--- config.mk ---
export PLATFORM = sky130hd
export DESIGN_NAME = rtp_cordic_cell
export DESIGN_NICKNAME = d
export VERILOG_FILES = /design/src/hw/rtl/rtp_pkg.sv /design/src/hw/rtl/rtp_cordic_cell.sv
export SDC_FILE = /design/constraint.sdc
export NUM_CORES = 1
export LEC_CHECK = 0
export BUFFER_PORTS_ARGS = -buffer_cell sky130_fd_sc_hd__buf_4
export CAP_MARGIN = 20
export CORE_ASPECT_RATIO = 0.9
export CORE_MARGIN = 2
export CORE_UTILIZATION = 55
export DETAILED_ROUTE_END_ITERATION = 7
export PLACE_DENSITY_LB_ADDON = 0.05
export SETUP_SLACK_MARGIN = 0.4
export SYNTH_ARGS = -nofsm -noshare
export SYNTH_HDL_FRONTEND = slang
export SYNTH_SLANG_ARGS = --single-unit
--- constraint.sdc ---
create_clock -name i_clk -period 18.24 [get_ports i_clk]
set_input_delay 2.736 -clock i_clk [delete_from_list [all_inputs] [get_ports i_clk]]
set_output_delay 2.736 -clock i_clk [all_outputs]
set_load 0.02 [all_outputs]
--- src/hw/rtl/rtp_pkg.sv ---
`timescale 1ns / 1ps
// Shared widths, constants, angle table and cell tag types for the rect-to-polar converter.
// No dependencies; every module of the block imports this package.
package rtp_pkg;

    localparam int COORD_W     = 16;
    localparam int ITERATIONS  = 16;
    localparam int TABLE_LEN   = 32;
    localparam int ANG_FRAC    = 30;
    localparam int SCALE_SHIFT = 60 - COORD_W;

    localparam int CW   = SCALE_SHIFT + COORD_W + 3;
    localparam int ZW   = 35;
    localparam int DV_W = CW - 1 - ANG_FRAC;
    localparam int RW   = CW;
    localparam int NQ   = 20;

    localparam int SQ_W     = 2 * COORD_W + 1;
    localparam int SQ_STEPS = COORD_W;

    localparam int MAG_W = 16;
    localparam int ANG_W = 16;
    localparam int IN_W  = 2 * COORD_W;
    localparam int OUT_W = MAG_W + ANG_W;

    localparam int RAD_SH = ANG_FRAC - 13;
    localparam int DEG_SH = ANG_FRAC + 24 - 7;
    localparam int ZL_W   = 17;
    localparam int ZH_W   = ZW - ZL_W;
    localparam int DEG_K_W = 30;
    localparam int PH_W   = ZH_W + DEG_K_W + 1;
    localparam int PL_W   = ZL_W + DEG_K_W;
    localparam int PW     = PH_W + ZL_W;

    localparam int CSH_W = $clog2(ITERATIONS);
    localparam int DSH_W = $clog2(NQ);
    localparam int SSH_W = $clog2(2 * COORD_W);

    localparam int N_PIPE  = ITERATIONS + NQ + 5;
    localparam int MAG_DLY = N_PIPE - SQ_STEPS - 3;

    localparam int MAG_MAX = 46341;
    localparam int ANG_MAX = 25736;

    localparam int APB_AW    = 3;
    localparam int APB_DW    = 32;
    localparam int REG_IDX_W = APB_AW - 2;
    localparam logic [REG_IDX_W-1:0] REG_ANGLE_UNIT = '0;

    localparam logic [DEG_K_W-1:0] DEG_PER_RAD_Q24 = 30'd961263669;
    localparam logic signed [ZW-1:0] PI_Q30 = 35'sd3373259426;

    localparam logic [29:0] ATAN_Q30 [TABLE_LEN] = '{
        30'd843314857, 30'd497837829, 30'd263043836, 30'd133525158,
        30'd67021686,  30'd33543515,  30'd16775850,  30'd8388437,
        30'd4194282,   30'd2097149,   30'd1048575,   30'd524287,
        30'd262143,    30'd131071,    30'd65535,     30'd32767,
        30'd16383,     30'd8191,      30'd4095,      30'd2047,
        30'd1023,      30'd511,       30'd255,       30'd127,
        30'd63,        30'd31,        30'd15,        30'd7,
        30'd3,         30'd1,         30'd0,         30'd0
    };

    typedef struct packed {
        logic origin;
    } t_cor_tag;

    typedef struct packed {
        logic signed [ZW-1:0] z;
        logic                 neg;
        logic                 origin;
    } t_div_tag;

endpackage

--- src/hw/rtl/rtp_cordic_cell.sv ---
`timescale 1ns / 1ps
// One vectoring CORDIC micro-rotation cell with its output register.
// Depends on rtp_pkg.
module rtp_cordic_cell (
    input  logic                          i_clk,
    input  logic                          i_en,
    input  logic [rtp_pkg::CSH_W-1:0]     i_sh,
    input  logic signed [rtp_pkg::ZW-1:0] i_atan,
    input  logic signed [rtp_pkg::CW-1:0] i_x,
    input  logic signed [rtp_pkg::CW-1:0] i_y,
    input  logic signed [rtp_pkg::ZW-1:0] i_z,
    input  rtp_pkg::t_cor_tag             i_tag,
    output logic signed [rtp_pkg::CW-1:0] o_x,
    output logic signed [rtp_pkg::CW-1:0] o_y,
    output logic signed [rtp_pkg::ZW-1:0] o_z,
    output rtp_pkg::t_cor_tag             o_tag
);
    import rtp_pkg::*;

    logic signed [CW-1:0] w_xs;
    logic signed [CW-1:0] w_ys;
    logic signed [CW-1:0] r_x;
    logic signed [CW-1:0] r_y;
    logic signed [ZW-1:0] r_z;
    t_cor_tag             r_tag;

    assign w_xs = i_x >>> i_sh;
    assign w_ys = i_y >>> i_sh;

    always_ff @(posedge i_clk) begin
        if (i_en) begin
            if (!i_y[CW-1]) begin
                r_x <= i_x + w_ys;
                r_y <= i_y - w_xs;
                r_z <= i_z + i_atan;
            end else begin
                r_x <= i_x - w_ys;
                r_y <= i_y + w_xs;
                r_z <= i_z - i_atan;
            end
            r_tag <= i_tag;
        end
    end

    assign o_x   = r_x;
    assign o_y   = r_y;
    assign o_z   = r_z;
    assign o_tag = r_tag;

endmodule

Word-level counts from Yosys, hierarchy flattened
Index checks and enable logic that the tools add are counted.
Widths: inputs -> output; s select.

cells by class
  add/subtract/negate cells = 6
  shift-type cells = 2
  muxes and demuxes = 3

operators by type and width
  operator        number
  $add 63x63->63  2
  $mux 63         2
  $sshr 63x4->63  2
  $sub 63x63->63  2
  $add 35x35->35  1
  $mux 35         1
  $sub 35x35->35  1

storage, ports and cells
  flip-flop bits (word level) = 162
  output and inout bits = 162

Longest topological paths before layout
  depth after elaboration = 3
  depth in mapped cells = 34

Worst setup path after synthesis
OpenSTA, ideal clock, no wires.

  path type = input-to-reg
  from = input i_sh[2] (netlist name)
  to = register r_x[56] (netlist: o_x[56]), data pin
  setup time = 0.258 ns
  arrival = 8.910 ns
  required time = 17.982 ns
  slack = 9.071 ns
  cell stages on the path = 30
  path through = buf_2 > buf_2 > buf_2 > buf_2 > clkbuf_1 > buf_1 > clkbuf_1 > clkbuf_1 > clkbuf_1 > o21a_1 > ha_1 > nor3b_1 > and2b_1 > nor2b_1 > nand2_1 > nor3_1 > a21oi_1 > xnor2_1 > ha_1 > clkbuf_1 > nand4_1 > or3_1 > or2_2 > a2111o_1 > nand3_1 > a31oi_1 > a21o_1 > o21bai_1 > a21oi_1 > xnor2_1

on the way
  cells in the longest elaborated chain, start to end = 3

ends and longest elaborated chain
  item                                                     RTL line                                      RTL
  from (decl)                                              rtp_cordic_cell.sv:7                          input logic [rtp_pkg::CSH_W-1:0] i_sh,
  $sshr 63x4->63 *                                         rtp_cordic_cell.sv:28                         assign w_ys = i_y >>> i_sh;
  $add 63x63->63 / $sub 63x63->63 (equally long branches)  rtp_cordic_cell.sv:33, rtp_cordic_cell.sv:37
  $mux 63 *                                                rtp_cordic_cell.sv:32                         if (!i_y[CW-1]) begin
  to (signal assigned)                                     rtp_cordic_cell.sv:33                         r_x <= i_x + w_ys;
  to (signal assigned)                                     rtp_cordic_cell.sv:37                         r_x <= i_x - w_ys;
  to (decl)                                                rtp_cordic_cell.sv:22                         logic signed [CW-1:0] r_x;

Every way passes the cells marked *; elsewhere a longest branch is shown, timed or not.
A chain may end at the register's enable or synchronous reset.

Worst setup path after layout
  from = input i_sh[3] (netlist name)
  to = register r_x[57] (netlist: o_x[57]), data pin

Same word-level chain as after synthesis.

==> out/qor.txt <==
CTS resizes = 0
Worst Max-Slew Pin Slew = 0.960 ns
Post-DP HPWL = 63600 um
F_max = 0.102 GHz
Worst Setup Slack, final = 8.48 ns
Outcome = finished, final reports clean
Die Footprint = 46600 um2
Switch Pwr = 1060 uW
Ports = 365
Post-synth EDFFs = 162
Yosys top cell by area = edfxtp_1
Mean Syn Cell Area = 8.74 um2
Largest delay contributor family on the critical path = compound AO/OA/AOI/OAI gates
Layout fillers = 3977
H-tree depth = 4
CTS Buf Count = 17
Final nets = 3445
Slowest stage delay, CP = 0.76 ns
Fin crit share = 0.535
Gate power share = 0.601
CP bufs+invs = 4
Via count = 24100
YS warnings = 0
Largest net degree at the start of global routing = 80
Die X = 227 um
Post-synth top cells = nand2_1, a21oi_1, nor2_1, xnor2_1, ha_1
Worst hold path type = input pin to flop
RSZ-0062 raised after global routing = false
Rel. slew slack = 0.360
Sequential area share after synthesis = 0.197
Clk sinks = 162
Hold slack = 2.42 ns
Synth Net Count = 3204
Share of cells above drive strength 1 = 0.197
Pre-CTS setup slack = 8.09 ns
I/O Buffers = 364
Post-synthesis sequential element count = 162
1st-iter DRT viols = 2444
Setup TNS = 0 ns
Arrival @ worst endpoint = 10.00 ns
Post-DR vias/cell = 6.54
Final Critical Period = 9.76 ns
FFs w/ async S/R, synth = 0
Ranking of synthesized cells by area = edfxtp_1, mux4_2, ha_1
Worst Path Required = 18.48 ns
Startpoint types = input pin
Vias in the first global route = 22800
Worst vdd rail ir drop = 0.0619 mV
Total GRT Usage = 0.344
Pins Over Slew Limit = 0
Core area = 44200 um2
Sequential group share of total power = 0.246
Max clock buf depth = 2
Antenna Nets Post-Route = 0
Synth unique cells = 92
Syn Inst Count = 2823
Total overflow reported by the global router = 0
WL/cell = 22.0 um
Hold Vio Cnt, Final = 0
CTS tree = done
Sw Share = 0.437
Drt drc = 0
Routability Congestion = 0.940
Initial antenna violation count = 1
CP Capture Type = flop
Core Rows = 73
Post-Synthesis Cell Area = 24700 um2
Die Height = 205 um
Critical Path Fanout Max = 72
Maxcap violations = 0
Setup Buffers After CTS = 0
Leakage = 0.0116 uW
Hold buffers post-CTS = 0
Clock power share = 0.153
Clock transition at path regs = 0.07 ns
Internal = 1370 uW
Post-Route WL = 80900 um
Global-route wire length before repair = 126000 um
First-pass detailed-route iteration total = 6
Reg area = 4860 um2
Kind of critical path = input pin to flop
Top_reg_cell synth = edfxtp_1
Slowest-stage cell, CP = buf_4
# setup viols final = 0
Top-count cell post-synth = nand2_1
Area growth syn-to-layout = 13.8%
Tot Pwr = 2430 uW
Area occupied by multi-input gates = 18800 um2
Synth top area share = 0.197
PD cells = 86.7 nW/um2
CTS root buf = clkbuf_16
Initial Util = 0.558
[cells by family after synthesis]
group	after synthesis	synth area share
AO/OA/AOI/OAI	804	0.205
XOR/XNOR	291	0.104
adder cells (fa/ha/maj)	178	0.0911
buffers and inverters	221	0.0419
flip-flops	162	0.197
multiplexers	269	0.188
AND/OR/NAND/NOR	898	0.173
[final cells by class]
class,instances,area share
Multi-Input combinational cell,2440,0.669
Sequential cell,162,0.173
Timing Repair Buffer,377,0.102
Tap cell,600,0.0267
Clock buffer,17,0.0151
Inverter,66,0.00886
Clock inverter,15,0.00548
Antenna cell,1,0.0000891
[metrics by stage]
step	utilization	cells	cell area (um2)
floorplan	-	2823	24700
global placement	0.622	3643	27500
detailed placement	0.622	3644	27500
CTS	0.635	3676	28100
global route	0.635	3678	28100
finish	0.635	3678	28100
[power groups by stage]
stage                     clock (uW)  sequential [uW]  combinational (uW)
after floorplan                    0              741                 852
after global placement             0              604                1430
after detailed placement           0              606                1440
after CTS                        382              600                1450
after global routing             393              609                1590
final                            373              598                1460
[flip-flops by register name, indices dropped and copies added, names as in the netlist]
signal  flops
o_x        63
o_y        63
o_z        35
o_tag       1
[cells in the final DEF, fill, tap and decap left out, drive strengths merged, types with 17 or more instances in the layout]
cell	Yosys	final
buf	67	377
nand2	316	316
a21oi	275	275
nor2	220	220
xnor2	185	185
ha	175	175
edfxtp	162	162
o21ai	149	149
mux4	147	147
xor2	105	105
a21o	97	97
mux2i	87	87
inv	66	71
nand3	70	70
nor3	70	70
a31oi	55	55
nand4	42	42
o21a	35	35
mux2	35	35
and3	30	30
nand2b	28	28
a211oi	26	26
o31ai	24	24
and2	21	21
o211ai	21	21
o21bai	21	21
nor4	20	20
nor2b	17	17
clkbuf	88	17
[routing by layer]
metal | up-vias | share of wire | global-route usage
met5 | - | 0 | 0
li1 | 11200 | - | -
met3 | 197 | 0.078 | 0.0607
met2 | 1159 | 0.47 | 0.560
met4 | 0 | 0.041 | 0.141
met1 | 11500 | 0.41 | 0.452
[path summary, 6_finish.rpt]
kind / start / endpoint / slack, ns / cells after the start
setup / recovery: i_sh[3] / o_x[57] / 8.48 / 25
hold / removal: i_tag / o_tag / 2.42 / 1
Power figures use the tool's default switching activity.
