File: config.mk
export PLATFORM = sky130hd
export DESIGN_NAME = rtp_div_cell
export DESIGN_NICKNAME = d
export VERILOG_FILES = /design/src/hw/rtl/rtp_pkg.sv /design/src/hw/rtl/rtp_div_cell.sv
export SDC_FILE = /design/constraint.sdc
export NUM_CORES = 1
export LEC_CHECK = 0
export ABC_AREA = 1
export BUFFER_PORTS_ARGS = -buffer_cell sky130_fd_sc_hd__buf_2
export CORE_ASPECT_RATIO = 1.5
export CORE_MARGIN = 4
export CORE_UTILIZATION = 34
export CTS_BUF_LIST = sky130_fd_sc_hd__clkbuf_8
export CTS_CLUSTER_DIAMETER = 50
export DETAILED_ROUTE_END_ITERATION = 16
export GPL_TIMING_DRIVEN = 0
export PLACE_DENSITY = 0.57
export SYNTH_ARGS = -nofsm -noshare
export SYNTH_HDL_FRONTEND = slang
export SYNTH_SLANG_ARGS = --single-unit
File: constraint.sdc
create_clock -name i_clk -period 4.6 [get_ports i_clk]
set_input_delay 0.46 -clock i_clk [delete_from_list [all_inputs] [get_ports i_clk]]
set_output_delay 0.46 -clock i_clk [all_outputs]
set_load 0.02 [all_outputs]
File: src/hw/rtl/rtp_pkg.sv
`timescale 1ns / 1ps
// Shared widths, constants, angle table and cell tag types for the rect-to-polar converter.
// No dependencies; every module of the block imports this package.
package rtp_pkg;

    localparam int COORD_W     = 16;
    localparam int ITERATIONS  = 16;
    localparam int TABLE_LEN   = 32;
    localparam int ANG_FRAC    = 30;
    localparam int SCALE_SHIFT = 60 - COORD_W;

    localparam int CW   = SCALE_SHIFT + COORD_W + 3;
    localparam int ZW   = 35;
    localparam int DV_W = CW - 1 - ANG_FRAC;
    localparam int RW   = CW;
    localparam int NQ   = 20;

    localparam int SQ_W     = 2 * COORD_W + 1;
    localparam int SQ_STEPS = COORD_W;

    localparam int MAG_W = 16;
    localparam int ANG_W = 16;
    localparam int IN_W  = 2 * COORD_W;
    localparam int OUT_W = MAG_W + ANG_W;

    localparam int RAD_SH = ANG_FRAC - 13;
    localparam int DEG_SH = ANG_FRAC + 24 - 7;
    localparam int ZL_W   = 17;
    localparam int ZH_W   = ZW - ZL_W;
    localparam int DEG_K_W = 30;
    localparam int PH_W   = ZH_W + DEG_K_W + 1;
    localparam int PL_W   = ZL_W + DEG_K_W;
    localparam int PW     = PH_W + ZL_W;

    localparam int CSH_W = $clog2(ITERATIONS);
    localparam int DSH_W = $clog2(NQ);
    localparam int SSH_W = $clog2(2 * COORD_W);

    localparam int N_PIPE  = ITERATIONS + NQ + 5;
    localparam int MAG_DLY = N_PIPE - SQ_STEPS - 3;

    localparam int MAG_MAX = 46341;
    localparam int ANG_MAX = 25736;

    localparam int APB_AW    = 3;
    localparam int APB_DW    = 32;
    localparam int REG_IDX_W = APB_AW - 2;
    localparam logic [REG_IDX_W-1:0] REG_ANGLE_UNIT = '0;

    localparam logic [DEG_K_W-1:0] DEG_PER_RAD_Q24 = 30'd961263669;
    localparam logic signed [ZW-1:0] PI_Q30 = 35'sd3373259426;

    localparam logic [29:0] ATAN_Q30 [TABLE_LEN] = '{
        30'd843314857, 30'd497837829, 30'd263043836, 30'd133525158,
        30'd67021686,  30'd33543515,  30'd16775850,  30'd8388437,
        30'd4194282,   30'd2097149,   30'd1048575,   30'd524287,
        30'd262143,    30'd131071,    30'd65535,     30'd32767,
        30'd16383,     30'd8191,      30'd4095,      30'd2047,
        30'd1023,      30'd511,       30'd255,       30'd127,
        30'd63,        30'd31,        30'd15,        30'd7,
        30'd3,         30'd1,         30'd0,         30'd0
    };

    typedef struct packed {
        logic origin;
    } t_cor_tag;

    typedef struct packed {
        logic signed [ZW-1:0] z;
        logic                 neg;
        logic                 origin;
    } t_div_tag;

endpackage

File: src/hw/rtl/rtp_div_cell.sv
`timescale 1ns / 1ps
// One restoring-division cell: produces one quotient bit of the residual angle term.
// Depends on rtp_pkg.
module rtp_div_cell (
    input  logic                      i_clk,
    input  logic                      i_en,
    input  logic [rtp_pkg::DSH_W-1:0] i_sh,
    input  logic [rtp_pkg::RW-1:0]    i_rem,
    input  logic [rtp_pkg::DV_W-1:0]  i_dv,
    input  logic [rtp_pkg::NQ-1:0]    i_q,
    input  rtp_pkg::t_div_tag         i_tag,
    output logic [rtp_pkg::RW-1:0]    o_rem,
    output logic [rtp_pkg::DV_W-1:0]  o_dv,
    output logic [rtp_pkg::NQ-1:0]    o_q,
    output rtp_pkg::t_div_tag         o_tag
);
    import rtp_pkg::*;

    logic [RW-1:0]   w_dsh;
    logic            w_ge;
    logic [RW-1:0]   r_rem;
    logic [DV_W-1:0] r_dv;
    logic [NQ-1:0]   r_q;
    t_div_tag        r_tag;

    assign w_dsh = RW'(i_dv) << i_sh;
    assign w_ge  = (i_rem >= w_dsh);

    always_ff @(posedge i_clk) begin
        if (i_en) begin
            r_rem <= w_ge ? (i_rem - w_dsh) : i_rem;
            r_q   <= {i_q[NQ-2:0], w_ge};
            r_dv  <= i_dv;
            r_tag <= i_tag;
        end
    end

    assign o_rem = r_rem;
    assign o_dv  = r_dv;
    assign o_q   = r_q;
    assign o_tag = r_tag;

endmodule

# After elaboration in Yosys (flattened, before gate mapping)
# Cells that the tools add are included.
op_classes:
  n_addsub: 1
  order_cmp: 1
  shift: 1
  mux: 1
op_table:
  columns: ["cell", "count"]
  rows:
  - ["greater-or-equal comparator 63 bit", 1]
  - ["two-way mux 63 bit", 1]
  - ["left shift 32 x 5 -> 63 bit", 1]
  - ["subtractor 63 bit", 1]
totals:
  regBits: 152
  input_bits: 159
  output_inout_bits: 152
  elab_cells: 10

# Depth between registers and ports, before layout
depth:
  ltp_word: 3
  mapped_depth: 28
  depth_no_buf: 25

# Worst setup path before layout
# OpenSTA, ideal clock, no wires.
synth_path:
  kind: "input-to-reg"
  startpoint: "input port i_sh[1] (netlist bit)"
  endpoint: "register r_rem[27] (netlist: o_rem[27]), data pin"
  setup_time_ns: 0.253
  arrival_time_ns: 3.096
  t_required_ns: 4.347
  slack_ns: 1.251
  path_stages: 20
  path_buffers: 4
  path_cell_list: "buf_2 inv_2 clkbuf_1 o21ai_0 mux2i_1 o21ai_0 or2_2 ha_1 nand2_1 inv_1 a21oi_1 nand2_1 nand2_1 nand2_1 a21oi_1 nand3_2 buf_12 buf_12 nand2_1 nand2_1"
synth_between:
  elab_chain_len: 3
  elab_cells_between_ends: 4
  classes_between: "1 x add/sub; 1 x order compare; 1 x shift; 1 x mux"
synth_lines:
  columns: ["element", "line_no", "rtl"]
  rows:
  - ["start: declaration", "rtp_div_cell.sv:7", "input logic [rtp_pkg::DSH_W-1:0] i_sh,"]
  - ["left shift 32 x 5 -> 63 bit *", "rtp_div_cell.sv:26", "assign w_dsh = RW'(i_dv) << i_sh;"]
  - ["subtractor 63 bit or greater-or-equal comparator 63 bit (tied branches)", "rtp_div_cell.sv:31, rtp_div_cell.sv:27", null]
  - ["two-way mux 63 bit *", "rtp_div_cell.sv:31", "r_rem <= w_ge ? (i_rem - w_dsh) : i_rem;"]
  - ["end signal: assignment", "rtp_div_cell.sv:31", null]
  - ["end: declaration", "rtp_div_cell.sv:21", "logic [RW-1:0] r_rem;"]
# Every way passes the cells marked *; elsewhere a longest branch is shown, timed or not.
# A chain may end at the register's enable or synchronous reset.

# Final worst setup path
layout_path:
  startpoint: "input port i_sh[0] (netlist bit)"
  endpoint: "register r_rem[44] (netlist: o_rem[44]), data pin"
# Same word-level chain as after synthesis.

==> results_dict.tcl <==
set metrics [dict create \
    status "finished clean" \
    synth_edf_count 152 \
    rows 89 \
    syn-num-nets 2349 \
    worstMarginPinSlew_ps 1150 \
    critical_path_class "input pin to flip-flop" \
    synth.distinct_cells 35 \
    crit_start "i_sh[0]" \
    rsz0062_at_grt "false" \
    clk_path_buf_depth 2 \
    finalCritPeriodShare_pct 98.2 \
    fmax_ghz 0.221 \
    hold_start "i_tag[0]" \
    drc 0 \
    postLayoutCoreUtil_pct 41.0 \
    drv_slew 0 \
    max_cap_viol_count 0 \
    start_util_pct 34.5 \
    ys_seq_area_share_pct 33.5 \
    hold_class "input pin to flip-flop" \
    use_met3_pct 3.64 \
    worstSetupEndpointType "flip-flop" \
    cts-buffers-inserted 17 \
    synth_area_sq_um 13600 \
    cp_max_fo 10 \
    via_per_inst 4.88 \
    drive_gt1_share_pct 17.9 \
    irDropWorstVdd_mv 0.124 \
    max-slew-margin-rel_pct 22.9 \
    num_vias 14500 \
    initialDrtViolationCount 1035 \
    grt_pass1_wl_microns 85800 \
    preCtsSetupSlack_ps -894 \
    cts.sinks 152 \
    post_cts_buffers 0 \
    synth_largest_area_cell "edfxtp_1" \
    synth_commonest_cells "nand2_1 (911), inv_1 (343), nand3_1 (160)" \
    antenna_found_initial 3 \
    avgSynthCellArea_sq_um 6.43 \
    grt_pass1_vias 14200 \
    use_met1_pct 25.9 \
    dieArea_sq_um 43400 \
    finalHoldViolations 0 \
    drt-pass1-iter-count 7 \
    cp.required_ps 4970 \
    synth_area_leaders "edfxtp_1 (33%), nand2_1 (25%), inv_1 (9.4%), ha_1 (6.4%), nand3_1 (5.9%)" \
    power.density_nw_per_um2 311 \
    synthCells 2119 \
    p_leak_nw 8.84 \
    total_power_mw 5.05 \
    root_buffer "clkbuf_8" \
    wirelength_microns 60200 \
    finalNetCount 2675 \
    die_x_microns 171 \
    cp.arrival_ps 4890 \
    finalSetupViolCount 0 \
    grt.busiest_layer "met2" \
    setup_ws_ps 81.0 \
    grt_max_degree 105 \
    ctsHoldBuffers 0 \
    grtUsageMet2_pct 51.0 \
    die_y_microns 253 \
    clk_pin_slew_worst_paths_ps 120 \
    ys_warn_count 0 \
    synth_top_cell_area_share_pct 33.5 \
    async_reset_ff_share_pct 0 \
    ant_nets 0 \
    port_buffers 306 \
    postCtsResizedCells 1 \
    synth.most_common_cell "nand2_1" \
    start_kind "input pin" \
    h-tree-depth 4 \
    core_area_sq_um 39500 \
    synth-seq-cells 152 \
    cts_tree "yes" \
    synth_flop_cell "edfxtp_1" \
    layout_min_cycle_time_ps 4520 \
    gp_congestion 1.05 \
    fill_cells 4340 \
    syn_to_final_growth_pct 19.1 \
    grt_usage_pct 27.0 \
    routedWlPerCell_microns 20.3 \
    dp_hpwl_microns 52500 \
    pin_count 311 \
    gr-total-overflow 0 \
]
-- cell type report --
type,count,area (sq um),area share [%]
well taps,500,626,3.86
inverters,355,1330,8.21
repair buffers,307,1570,9.65
flip-flops and latches,152,4560,28.1
multi-input cells,1554,7410,45.7
diodes,2,5.00,0.0308
clock buffers,17,234,1.44
plain buffers,58,324,2.00
clock inverters,15,160,0.987
-- worst paths after layout --
check                    to  slack [ps]  cells after the start
setup / recovery  o_rem[44]          80                     22
hold / removal     o_tag[0]         130                      1
-- flip-flops by register name, indices dropped and copies added (netlist names) --
register,count
o_dv,32
o_tag,37
o_rem,63
o_q,20
-- kinds of logic (layout without fill, tap and decap cells) --
family / count (synthesis) / count (layout) / synth area share, %
AND/OR/NAND/NOR: 1299 / 1299 / 39.9
flip-flops: 152 / 152 / 33.5
adder cells (fa/ha/maj): 71 / 71 / 6.57
buffers and inverters: 413 / 752 / 12.1
AO/OA/AOI/OAI: 148 / 148 / 5.55
other: 0 / 2 / 0
multiplexers: 6 / 6 / 0.441
XOR/XNOR: 30 / 30 / 1.93
-- cell usage in the layout (no fill, tap or decap), drive strengths merged, types with 4 or more instances in the layout --
cell type | synthesis | routed
a21oi | 39 | 39
a31oi | 4 | 4
and2 | 5 | 5
buf | 34 | 341
clkbuf | 24 | 41
edfxtp | 152 | 152
ha | 70 | 70
inv | 355 | 365
mux2i | 6 | 6
nand2 | 921 | 921
nand3 | 179 | 179
nand4 | 18 | 18
nor2 | 137 | 137
nor3 | 12 | 12
nor4 | 6 | 6
o21ai | 101 | 101
or2 | 17 | 17
xor2 | 30 | 30
-- worst max-delay path, stage by stage --
cell,delay [ps]
buf_2,140
buf_2,240
mux2i_1,340
o21ai_0,260
nand2_1,130
nand2_1,130
o21ai_0,590
nand2_1,100
nand2_1,160
ha_1,300
nand2_1,230
nor2_2,100
inv_2,90
nor2_4,40
inv_2,40
nor2_1,50
nand3_1,80
o21ai_1,80
nor2_2,540
buf_2,360
nand3_1,240
nand2_1,160
-- per-stage QoR --
stage	setup TNS, ps	hold WS, ps	instances	area, sq um
floorplan	0	559	2119	13600
global placement	-42400	638	2925	15800
detailed placement	-40080	638	2926	15800
CTS	0	97.6	2958	16200
global route	0	106	2960	16200
finish	0	129	2960	16200
-- where the power goes --
| part | internal (mW) | switching (mW) | total, mW |
|---|---|---|---|
| registers | 1.73 | 0.0399 | 1.77 |
| clock network | 0.453 | 0.676 | 1.13 |
| logic | 0.636 | 1.52 | 2.15 |
| total | 2.82 | 2.23 | 5.05 |
-- per-layer routing --
metal,up-vias,wire length [microns]
met3,159,3140
met4,0,5350
met1,6472,20600
met5,-,0
met2,543,31100
li1,7282,-
No activity file was read; power rests on OpenSTA's default activity.
