`src/hw/rtl/rtp_pkg.sv`:
```
`timescale 1ns / 1ps
// Shared widths, constants, angle table and cell tag types for the rect-to-polar converter.
// No dependencies; every module of the block imports this package.
package rtp_pkg;

    localparam int COORD_W     = 16;
    localparam int ITERATIONS  = 16;
    localparam int TABLE_LEN   = 32;
    localparam int ANG_FRAC    = 30;
    localparam int SCALE_SHIFT = 60 - COORD_W;

    localparam int CW   = SCALE_SHIFT + COORD_W + 3;
    localparam int ZW   = 35;
    localparam int DV_W = CW - 1 - ANG_FRAC;
    localparam int RW   = CW;
    localparam int NQ   = 20;

    localparam int SQ_W     = 2 * COORD_W + 1;
    localparam int SQ_STEPS = COORD_W;

    localparam int MAG_W = 16;
    localparam int ANG_W = 16;
    localparam int IN_W  = 2 * COORD_W;
    localparam int OUT_W = MAG_W + ANG_W;

    localparam int RAD_SH = ANG_FRAC - 13;
    localparam int DEG_SH = ANG_FRAC + 24 - 7;
    localparam int ZL_W   = 17;
    localparam int ZH_W   = ZW - ZL_W;
    localparam int DEG_K_W = 30;
    localparam int PH_W   = ZH_W + DEG_K_W + 1;
    localparam int PL_W   = ZL_W + DEG_K_W;
    localparam int PW     = PH_W + ZL_W;

    localparam int CSH_W = $clog2(ITERATIONS);
    localparam int DSH_W = $clog2(NQ);
    localparam int SSH_W = $clog2(2 * COORD_W);

    localparam int N_PIPE  = ITERATIONS + NQ + 5;
    localparam int MAG_DLY = N_PIPE - SQ_STEPS - 3;

    localparam int MAG_MAX = 46341;
    localparam int ANG_MAX = 25736;

    localparam int APB_AW    = 3;
    localparam int APB_DW    = 32;
    localparam int REG_IDX_W = APB_AW - 2;
    localparam logic [REG_IDX_W-1:0] REG_ANGLE_UNIT = '0;

    localparam logic [DEG_K_W-1:0] DEG_PER_RAD_Q24 = 30'd961263669;
    localparam logic signed [ZW-1:0] PI_Q30 = 35'sd3373259426;

    localparam logic [29:0] ATAN_Q30 [TABLE_LEN] = '{
        30'd843314857, 30'd497837829, 30'd263043836, 30'd133525158,
        30'd67021686,  30'd33543515,  30'd16775850,  30'd8388437,
        30'd4194282,   30'd2097149,   30'd1048575,   30'd524287,
        30'd262143,    30'd131071,    30'd65535,     30'd32767,
        30'd16383,     30'd8191,      30'd4095,      30'd2047,
        30'd1023,      30'd511,       30'd255,       30'd127,
        30'd63,        30'd31,        30'd15,        30'd7,
        30'd3,         30'd1,         30'd0,         30'd0
    };

    typedef struct packed {
        logic origin;
    } t_cor_tag;

    typedef struct packed {
        logic signed [ZW-1:0] z;
        logic                 neg;
        logic                 origin;
    } t_div_tag;

endpackage

```
`src/hw/rtl/rtp_sqrt_cell.sv`:
```
`timescale 1ns / 1ps
// One digit-by-digit integer square root cell: settles one result bit per stage.
// Depends on rtp_pkg.
module rtp_sqrt_cell (
    input  logic                      i_clk,
    input  logic                      i_en,
    input  logic [rtp_pkg::SSH_W-1:0] i_sh,
    input  logic [rtp_pkg::SQ_W-1:0]  i_rem,
    input  logic [rtp_pkg::SQ_W-1:0]  i_res,
    output logic [rtp_pkg::SQ_W-1:0]  o_rem,
    output logic [rtp_pkg::SQ_W-1:0]  o_res
);
    import rtp_pkg::*;

    logic [SQ_W-1:0] w_bit;
    logic [SQ_W-1:0] w_trial;
    logic            w_ge;
    logic [SQ_W-1:0] r_rem;
    logic [SQ_W-1:0] r_res;

    assign w_bit   = SQ_W'(1) << i_sh;
    assign w_trial = i_res + w_bit;
    assign w_ge    = (i_rem >= w_trial);

    always_ff @(posedge i_clk) begin
        if (i_en) begin
            if (w_ge) begin
                r_rem <= i_rem - w_trial;
                r_res <= (i_res >> 1) + w_bit;
            end else begin
                r_rem <= i_rem;
                r_res <= i_res >> 1;
            end
        end
    end

    assign o_rem = r_rem;
    assign o_res = r_res;

endmodule

```
`config.mk`:
```
export PLATFORM = sky130hd
export DESIGN_NAME = rtp_sqrt_cell
export DESIGN_NICKNAME = d
export VERILOG_FILES = /design/src/hw/rtl/rtp_pkg.sv /design/src/hw/rtl/rtp_sqrt_cell.sv
export SDC_FILE = /design/constraint.sdc
export NUM_CORES = 1
export LEC_CHECK = 0
export ABC_CLOCK_PERIOD_IN_PS = 10200
export BUFFER_PORTS_ARGS = -buffer_cell sky130_fd_sc_hd__buf_4
export CAP_MARGIN = 40
export CORE_MARGIN = 5
export CORE_UTILIZATION = 55
export DETAILED_ROUTE_END_ITERATION = 16
export PLACE_DENSITY = 0.79
export SLEW_MARGIN = 0
export SYNTH_ARGS = -nofsm -noshare
export SYNTH_HDL_FRONTEND = slang
export SYNTH_SLANG_ARGS = --single-unit
```
`constraint.sdc`:
```
create_clock -name i_clk -period 10.2 [get_ports i_clk]
set_clock_uncertainty 0.05 [all_clocks]
set_input_delay 2.04 -clock i_clk [delete_from_list [all_inputs] [get_ports i_clk]]
set_output_delay 2.04 -clock i_clk [all_outputs]
set_load 0.02 [all_outputs]
```
* After elaboration in Yosys (flattened, before gate mapping) *
Index checks and enable logic that the tools add are counted.

cells by class
  add/subtract/negate cells = 3
  $lt $le $gt $ge = 1
  shifts and indexed selects = 1
  multiplexer cells = 2

operators with widths
  cell                                               number
  adder 32 x 33 -> 33 bit                            1
  adder 33 bit                                       1
  >= comparator 33 bit                               1
  2-to-1 mux 33 bit                                  1
  left shift 1 x 5 -> 33 bit (first input constant)  1
  subtractor 33 bit                                  1
  2-to-1 mux 32 bit                                  1

storage, ports and cells
  flip-flop bits (word level) = 66
  input port bits = 73
  output and inout port bits = 66
  word-level logic and storage cells = 10

* Logic depth before layout (Yosys ltp) *
Gate-level depths: netlist of run 1.

  depth after elaboration = 4
  depth in mapped cells = 31
  mapped depth without buffers = 26

* Worst setup path after synthesis of run 1 *
No wires, ideal clock.

  kind = input-to-reg
  from = input port i_sh[1] in the netlist's numbering
  to = register r_rem[1], in the netlist o_rem[1], data pin
  setup time = 260 ps
  arrival time = 7,616 ps
  data required time = 9,890 ps
  slack = 2,274 ps
  stages = 28
  path buffers = 4
  cell sequence = buf_6 > or3_4 > buf_6 > nor2_1 > ha_1 > inv_1 > fa_1 > nor2b_1 > nor2_1 > o41ai_1 > a32oi_1 > nor2b_1 > o21a_1 > o21a_1 > o21ai_0 > a21oi_1 > xnor2_1 > ha_1 > a21oi_1 > o21ai_0 > a2111oi_0 > o21ai_0 > o2111ai_1 > a21oi_1 > a21oi_1 > buf_2 > buf_2 > mux2_2

on the way
  cells in the longest elaborated chain, start to end = 4
  elaborated cells between the ends (all ways) = 5
  those cells by class = add/sub (2); order compare (1); shift (1); mux (1)

RTL lines
  what                                                       RTL line                                  RTL
  from (decl)                                                rtp_sqrt_cell.sv:7                        input logic [rtp_pkg::SSH_W-1:0] i_sh,
  left shift 1 x 5 -> 33 bit (*)                             rtp_sqrt_cell.sv:21                       assign w_bit = SQ_W'(1) << i_sh;
  adder 33 bit (*)                                           rtp_sqrt_cell.sv:22                       assign w_trial = i_res + w_bit;
  subtractor 33 bit or >= comparator 33 bit (tied branches)  rtp_sqrt_cell.sv:28, rtp_sqrt_cell.sv:23
  2-to-1 mux 33 bit (*)                                      rtp_sqrt_cell.sv:27                       if (w_ge) begin
  to (signal assigned)                                       rtp_sqrt_cell.sv:28                       r_rem <= i_rem - w_trial;
  to (signal assigned)                                       rtp_sqrt_cell.sv:31                       r_rem <= i_rem;
  to (decl)                                                  rtp_sqrt_cell.sv:18                       logic [SQ_W-1:0] r_rem;

Mark *: on every way between the ends. The rest lies on a longest branch, timed or not.
A chain may end at the register's enable or synchronous reset.

* Final worst setup path of run 1 *
  from = input port i_sh[2] in the netlist's numbering
  to = register r_res[0], in the netlist o_res[0], data pin

on the way
  cells in the longest elaborated chain, start to end = 4
  elaborated cells between the ends (all ways) = 5
  those cells by class = add/sub (2); order compare (1); shift (1); mux (1)

RTL lines
  what                            RTL line             RTL
  left shift 1 x 5 -> 33 bit (*)  rtp_sqrt_cell.sv:21
  adder 33 bit                    rtp_sqrt_cell.sv:22
  >= comparator 33 bit            rtp_sqrt_cell.sv:23  assign w_ge = (i_rem >= w_trial);
  2-to-1 mux 32 bit (*)           rtp_sqrt_cell.sv:27
  to (signal assigned)            rtp_sqrt_cell.sv:29  r_res <= (i_res >> 1) + w_bit;
  to (signal assigned)            rtp_sqrt_cell.sv:32  r_res <= i_res >> 1;
  to (decl)                       rtp_sqrt_cell.sv:19  logic [SQ_W-1:0] r_res;

Marks and branches as above.

==> key figures, run 1 <==
Run status
  – Status: finished, final reports clean

Clocking
  – CTS Sinks: 66
  – Total CTS buffers: 9
  – H-Tree Depth: 3
  – CTS root buf: clkbuf_16
  – Post-CTS setup buffers: 0
  – # hold bufs at CTS: 0
  – Clock Tree Buf Depth: 2
  – CTS tree: done
  – Post-CTS sizing: 0
  – Register clock-pin slew on the reported worst setup and hold paths: 0.05 ns

Timing
  – Final hold vios: 0
  – Slew Viols, Final: 0
  – Post-route minimum period: 8.38 ns
  – Max Clock Freq: 119 MHz
  – Max transition margin: 0.430
  – Fin Setup TNS: 0 ns
  – Final period utilization: 0.822
  – RSZ-0062 raised after global routing: false
  – Worst-margin pin slew: 0.855 ns
  – Final setup viols: 0
  – Hold WS: 1.94 ns

Floorplan
  – Cell row count: 43
  – Die W: 129 µm
  – Initial cell density of the core: 0.561
  – CORE AREA: 13900 µm²
  – I/O pin cnt: 139
  – Die area: between 15000 and 20000 µm²
  – Die H: 129 µm

Routing
  – Vias per cell: 6.06
  – Vias: 7525
  – DR DRC count: 0
  – Routed length per instance: 17.3 µm
  – Drt initial violations: 589
  – Antenna Nets Post-Route: 0
  – Total routed wirelength: between 20000 and 25000 µm
  – Drt pass-1 iters: 5

Setup path
  – Critical path class: input port to register
  – Worst-path fanout max: 64
  – CP required: just over 10 ns
  – Endpoint class of the critical path: register
  – Critical Path Start: i_sh[2]
  – Startpoint Class: input port
  – CP arrival: 8.43 ns

Finish
  – Design area: 9200 µm²
  – Share of cells above drive strength 1: 0.172
  – Ant diodes: 0
  – Synth-to-Final Area Change: 17.7%
  – Layout filler cell count: approximately 1200
  – Final net count: 1223

Global route
  – Vias in the first global route: 7032
  – Pin count of the biggest net entering global routing: 67
  – GR Overflow Total: 0
  – First-pass GRT wire length: 34800 µm
  – Overall routing resource usage: 0.258
  – Antenna violations before repair: 0

Logic synthesis
  – Post-synthesis mux area share: 0.00976
  – Cell area after synthesis: between 7000 and 8000 µm²
  – Syn_nets: 1109
  – Number of synthesized flops with an enable pin: 66
  – Post-Synth XOR/XNOR Area: 0.0997
  – Sequential area share after synthesis: 0.254
  – Post-Synth Adder-Cell Area: 0.150
  – Yosys reg bits: 66
  – Synth Instances: 944
  – Syn_area_per_cell: a little over 8 µm²
  – Largest family of logic cells by synthesized area: compound AO/OA/AOI/OAI gates
  – Number of synthesis warnings: 0
  – Top FF cell, synth: edfxtp_1
  – Distinct cells, synth: 78
  – Synth Area in Simple Gates: 0.193
  – Fraction of registers with async set/reset: 0
  – Post-synthesis compound-gate area fraction: 0.261

Pwr
  – PD cells: approximately 120 nW/µm²
  – Leak pwr: 4.00 nW
  – Tot Pwr: 1.11 mW
  – Peak supply drop: 0.0000791 V

Placed design
  – Placed inst area: 8920 µm²
  – GP Congestion: about 0.95
  – Final HPWL DP: 17000 µm
  – # port buffers: roughly 140

Job
  – Max-Cap Viols: 0

Worst hold path
  – Hold Crit Class: input port to register
  – Worst hold start: i_rem[4]
[where the power goes]
part	leakage, nW	internal, mW	total (mW)	switching [mW]
Combinational	3.22	0.181	0.440	0.260
Clock	0.135	0.185	0.303	0.118
Sequential	0.644	0.352	0.363	0.0117
[layout by cell type (no fill, tap or decap), types with 9 or more instances in the layout]
| cell | count |
|---|---|
| edfxtp_1 | 66 |
| a31oi_1 | 17 |
| ha_1 | 89 |
| nand2_1 | 115 |
| nor2b_1 | 15 |
| o21bai_1 | 11 |
| nand3_1 | 17 |
| clkbuf_16 | 9 |
| buf_4 | 140 |
| xnor2_1 | 44 |
| a211oi_1 | 11 |
| xor2_1 | 45 |
| nand2b_1 | 16 |
| o21ai_0 | 89 |
| and3_1 | 15 |
| nor2_1 | 77 |
| inv_1 | 20 |
| a21oi_1 | 80 |
| nor3_1 | 12 |
| o21a_1 | 12 |
| a21o_1 | 31 |
[layout make-up]
cell class,count,area (µm²),area share
clock inverters,5,46.3,0.00503
clock buffers,10,229,0.0249
well taps,180,225,0.0245
multi-input cells,821,5590,0.608
flip-flops and latches,66,1980,0.215
repair buffers,140,1050,0.114
inverters,20,75.1,0.00816
[worst max-delay path, cell delays in order]
cell and delay [ns]:
buf_4 0.16, or2_2 0.44, nor2_1 0.23, ha_1 0.21, inv_1 0.06, fa_1 0.42, nor2b_1 0.17, nor2_1 0.06
o41ai_1 0.61, a32oi_1 0.31, nor2b_1 0.17, o21a_1 0.16, o21a_1 0.12, o21ai_0 0.10, a21oi_1 0.17, xnor2_1 0.13
ha_1 0.30, a21oi_1 0.18, o21ai_0 0.15, a2111oi_0 0.55, o21ai_0 0.21, o2111ai_1 0.25, a21oi_1 0.16, a21oi_4 0.15
buf_4 0.48, mux2_2 0.40
[cell usage after synthesis, types with 15 or more instances]
library cell | instances | area share
a21o_1 | 31 | 0.030
a21oi_1 | 81 | 0.052
a31oi_1 | 17 | 0.014
and3_1 | 15 | 0.012
clkbuf_1 | 22 | 0.011
edfxtp_1 | 66 | 0.25
ha_1 | 89 | 0.14
inv_1 | 20 | 0.0096
nand2_1 | 115 | 0.055
nand2b_1 | 16 | 0.013
nand3_1 | 17 | 0.011
nor2_1 | 77 | 0.037
nor2b_1 | 15 | 0.012
o21ai_0 | 89 | 0.057
xnor2_1 | 44 | 0.049
xor2_1 | 45 | 0.050
[worst paths after layout]
path  endpoint  slack (ns)  cells past startpoint
max   o_res[0]        1.82                     26
min   o_rem[4]        1.94                      3
[metrics by stage]
| stage | utilization | cells | setup slack [ns] |
|---|---|---|---|
| 6_report | 0.660 | 1242 | 1.82 |
| 5_1_grt | 0.660 | 1242 | 1.17 |
| 4_1_cts | 0.660 | 1242 | 1.90 |
| 3_5_place_dp | 0.640 | 1227 | 1.58 |
| 3_3_place_gp | 0.640 | 1227 | 1.78 |
| 2_1_floorplan | - | 944 | 2.27 |
[state kept, by name, indices dropped and copies added, names as in the netlist]
signal,count
o_res,33
o_rem,33
[routing by layer]
metal,part of all wire,global-route usage
met1,0.46,0.372
met2,0.43,0.398
met3,0.079,0.0367
met4,0.023,0.0883
met5,0,0
[cell families (layout without fill, tap and decap cells)]
kind of cell,after synthesis,count (layout)
buffers and inverters,57,175
XOR/XNOR,89,89
AO/OA/AOI/OAI,319,319
flip-flops,66,66
AND/OR/NAND/NOR,314,314
multiplexers,7,7
adder cells (fa/ha/maj),92,92
Power figures use the tool's default switching activity.
==> run 2, diff against run 1 <==
--- a/config.mk
+++ b/config.mk
@@ -5,7 +5,7 @@
 export SDC_FILE = /design/constraint.sdc
 export NUM_CORES = 1
 export LEC_CHECK = 0
-export ABC_CLOCK_PERIOD_IN_PS = 10200
+export ABC_CLOCK_PERIOD_IN_PS = 7800
 export BUFFER_PORTS_ARGS = -buffer_cell sky130_fd_sc_hd__buf_4
 export CAP_MARGIN = 40
 export CORE_MARGIN = 5
==> constraint.sdc (replaced) <==
create_clock -name i_clk -period 7.8 [get_ports i_clk]
set_clock_uncertainty 0.05 [all_clocks]
set_input_delay 1.56 -clock i_clk [delete_from_list [all_inputs] [get_ports i_clk]]
set_output_delay 1.56 -clock i_clk [all_outputs]
set_load 0.02 [all_outputs]
==> run 2 against run 1 <==
Compared with the run above:
- via count decreased by 1.0%
- total power increased by 31%
- die area unchanged
- count of clock-buffer cells in the layout unchanged
- clock power increased by 29%
- routed wire length decreased by 2.0%
- sequential power increased by 31%
- combinational power increased by 33%
- utilization increased by 0.56 points
- global-route usage decreased by 0.50 points
- critical endpoint is now o_res[31]
- highest routed layer unchanged
==> key figures, run 2 (synthesized netlist as in run 1, its figures left out) <==
Global route
  – Overall routing resource usage: 0.253
  – Pin count of the biggest net entering global routing: 67
  – Met1 usage: 0.373
  – First-pass GRT wire length: 34200 µm
  – Antenna violations before repair: 0
  – Vias in the first global route: between 6000 and 7000
  – GR Layer Usage met3: 0.0400
  – GR Overflow Total: 0
  – Grt met2 use: 0.386
  – Busiest grt layer: met2

Setup path
  – CP most frequent cell: buf_4
  – CP required: 7.83 ns
  – Worst path bufs/invs: 4
  – Worst-path fanout max: 22
  – Endpoint class of the critical path: register
  – Critical path class: input port to register
  – Crit-path leading delay family: compound AO/OA/AOI/OAI gates
  – Max stage delay on crit path: 0.48 ns
  – CP max stage cell: nor3_1
  – Startpoint Class: input port
  – CP arrival: 7.46 ns

Routing
  – Drt initial violations: 647
  – Drt pass-1 iters: 5
  – Total routed wirelength: 21000 µm
  – Vias: 7448
  – Routed length per instance: 16.8 µm
  – DR DRC count: 0
  – Antenna Nets Post-Route: 0
  – Vias per cell: 5.96

Floorplan
  – CORE AREA: 13900 µm²
  – Initial cell density of the core: 0.561
  – I/O pin cnt: 139
  – Die H: 129 µm
  – Die area: 16700 µm²
  – Die W: 129 µm
  – Cell row count: 43

Clocking
  – Total CTS buffers: 9
  – H-Tree Depth: 3
  – CTS Sinks: 66
  – Post-CTS setup buffers: 0
  – CTS root buf: clkbuf_16
  – # hold bufs at CTS: 0
  – CTS tree: done
  – Register clock-pin slew on the reported worst setup and hold paths: 0.05 ns
  – Post-CTS sizing: 0
  – Clock Tree Buf Depth: 2

Pwr
  – Switching power: roughly 500 µW
  – Leak pwr: 4.04 nW
  – Sw frac: 0.348
  – PD cells: 156 nW/µm²
  – Logic pwr share: 0.404
  – Clock power frac: 0.270
  – Pint: 945 µW
  – Sequential group share of total power: 0.327
  – Tot Pwr: 1.45 mW
  – Peak supply drop: slightly below 0.0001 V

Timing
  – Post-route minimum period: 7.43 ns
  – Slew Viols, Final: 0
  – Final setup viols: 0
  – Final period utilization: 0.952
  – Max transition margin: 0.448
  – Worst-margin pin slew: roughly 0.83 ns
  – Max Clock Freq: 135 MHz
  – RSZ-0062 raised after global routing: false
  – Fin Setup TNS: 0 ns
  – Final hold vios: 0

Finish
  – Share of cells above drive strength 1: 0.178
  – Synth-to-Final Area Change: 18.7%
  – Ant diodes: 0
  – Most frequent cells in the layout: 145 x buf_4, 115 x nand2_1, 89 x o21ai_0, 89 x ha_1, 80 x a21oi_1
  – Most common cell after layout, fill and taps aside: buf_4
  – Final net count: 1230

Run status
  – Status: finished, final reports clean

Worst hold path
  – Hold Crit Class: input port to register

Placed design
  – GP Congestion: 0.957
  – Final HPWL DP: 16800 µm
  – # port buffers: 138

Job
  – Max-Cap Viols: 0
run 2: cell types whose count changed in the layout (fill, tap and decap cells not counted), sizes merged:
cell,delta
buf,+7
run 2: area by class of cell:
type | instances | area [µm²]
Sequential cell | 66 | 1980
Fill cell | 1203 | 4660
Clock buffer | 10 | 229
Clock inverter | 5 | 46.3
Multi-Input combinational cell | 821 | 5590
Tap cell | 180 | 225
Timing Repair Buffer | 147 | 1130
Inverter | 20 | 75.1
run 2: worst paths after layout:
check / start / to / slack, ns / cells after the start
hold / removal: i_rem[9] / o_rem[9] / 1.46 / 3
setup / recovery: i_sh[1] / o_res[31] / 0.37 / 25
run 2: power by group through the flow:
| stage | registers (mW) | clock network (mW) | logic [mW] |
|---|---|---|---|
| 3_5_place_dp | 0.480 | 0 | 0.581 |
| 4_1_cts | 0.475 | 0.395 | 0.584 |
| 6_report | 0.474 | 0.391 | 0.585 |
| 2_1_floorplan | 0.547 | 0 | 0.312 |
| 3_3_place_gp | 0.481 | 0 | 0.572 |
| 5_1_grt | 0.479 | 0.412 | 0.644 |
run 2: metal layers:
layer  share of wire  vias up
met5               0        -
met1            0.47     3351
met2            0.44      309
met4           0.013        0
li1                -     3769
met3           0.079       19
run 2: stage by stage:
stage / hold WS, ns / cells / setup WS (ns) / utilization / cell area, µm²
2_1_floorplan: 1.62 / 944 / 0.354 / - / 7820
3_3_place_gp: 1.80 / 1234 / 0.292 / 0.646 / 9000
3_5_place_dp: 1.81 / 1234 / 0.116 / 0.646 / 9000
4_1_cts: 1.45 / 1249 / 0.463 / 0.666 / 9280
5_1_grt: 1.47 / 1249 / 0.0787 / 0.666 / 9280
6_report: 1.46 / 1249 / 0.372 / 0.666 / 9280
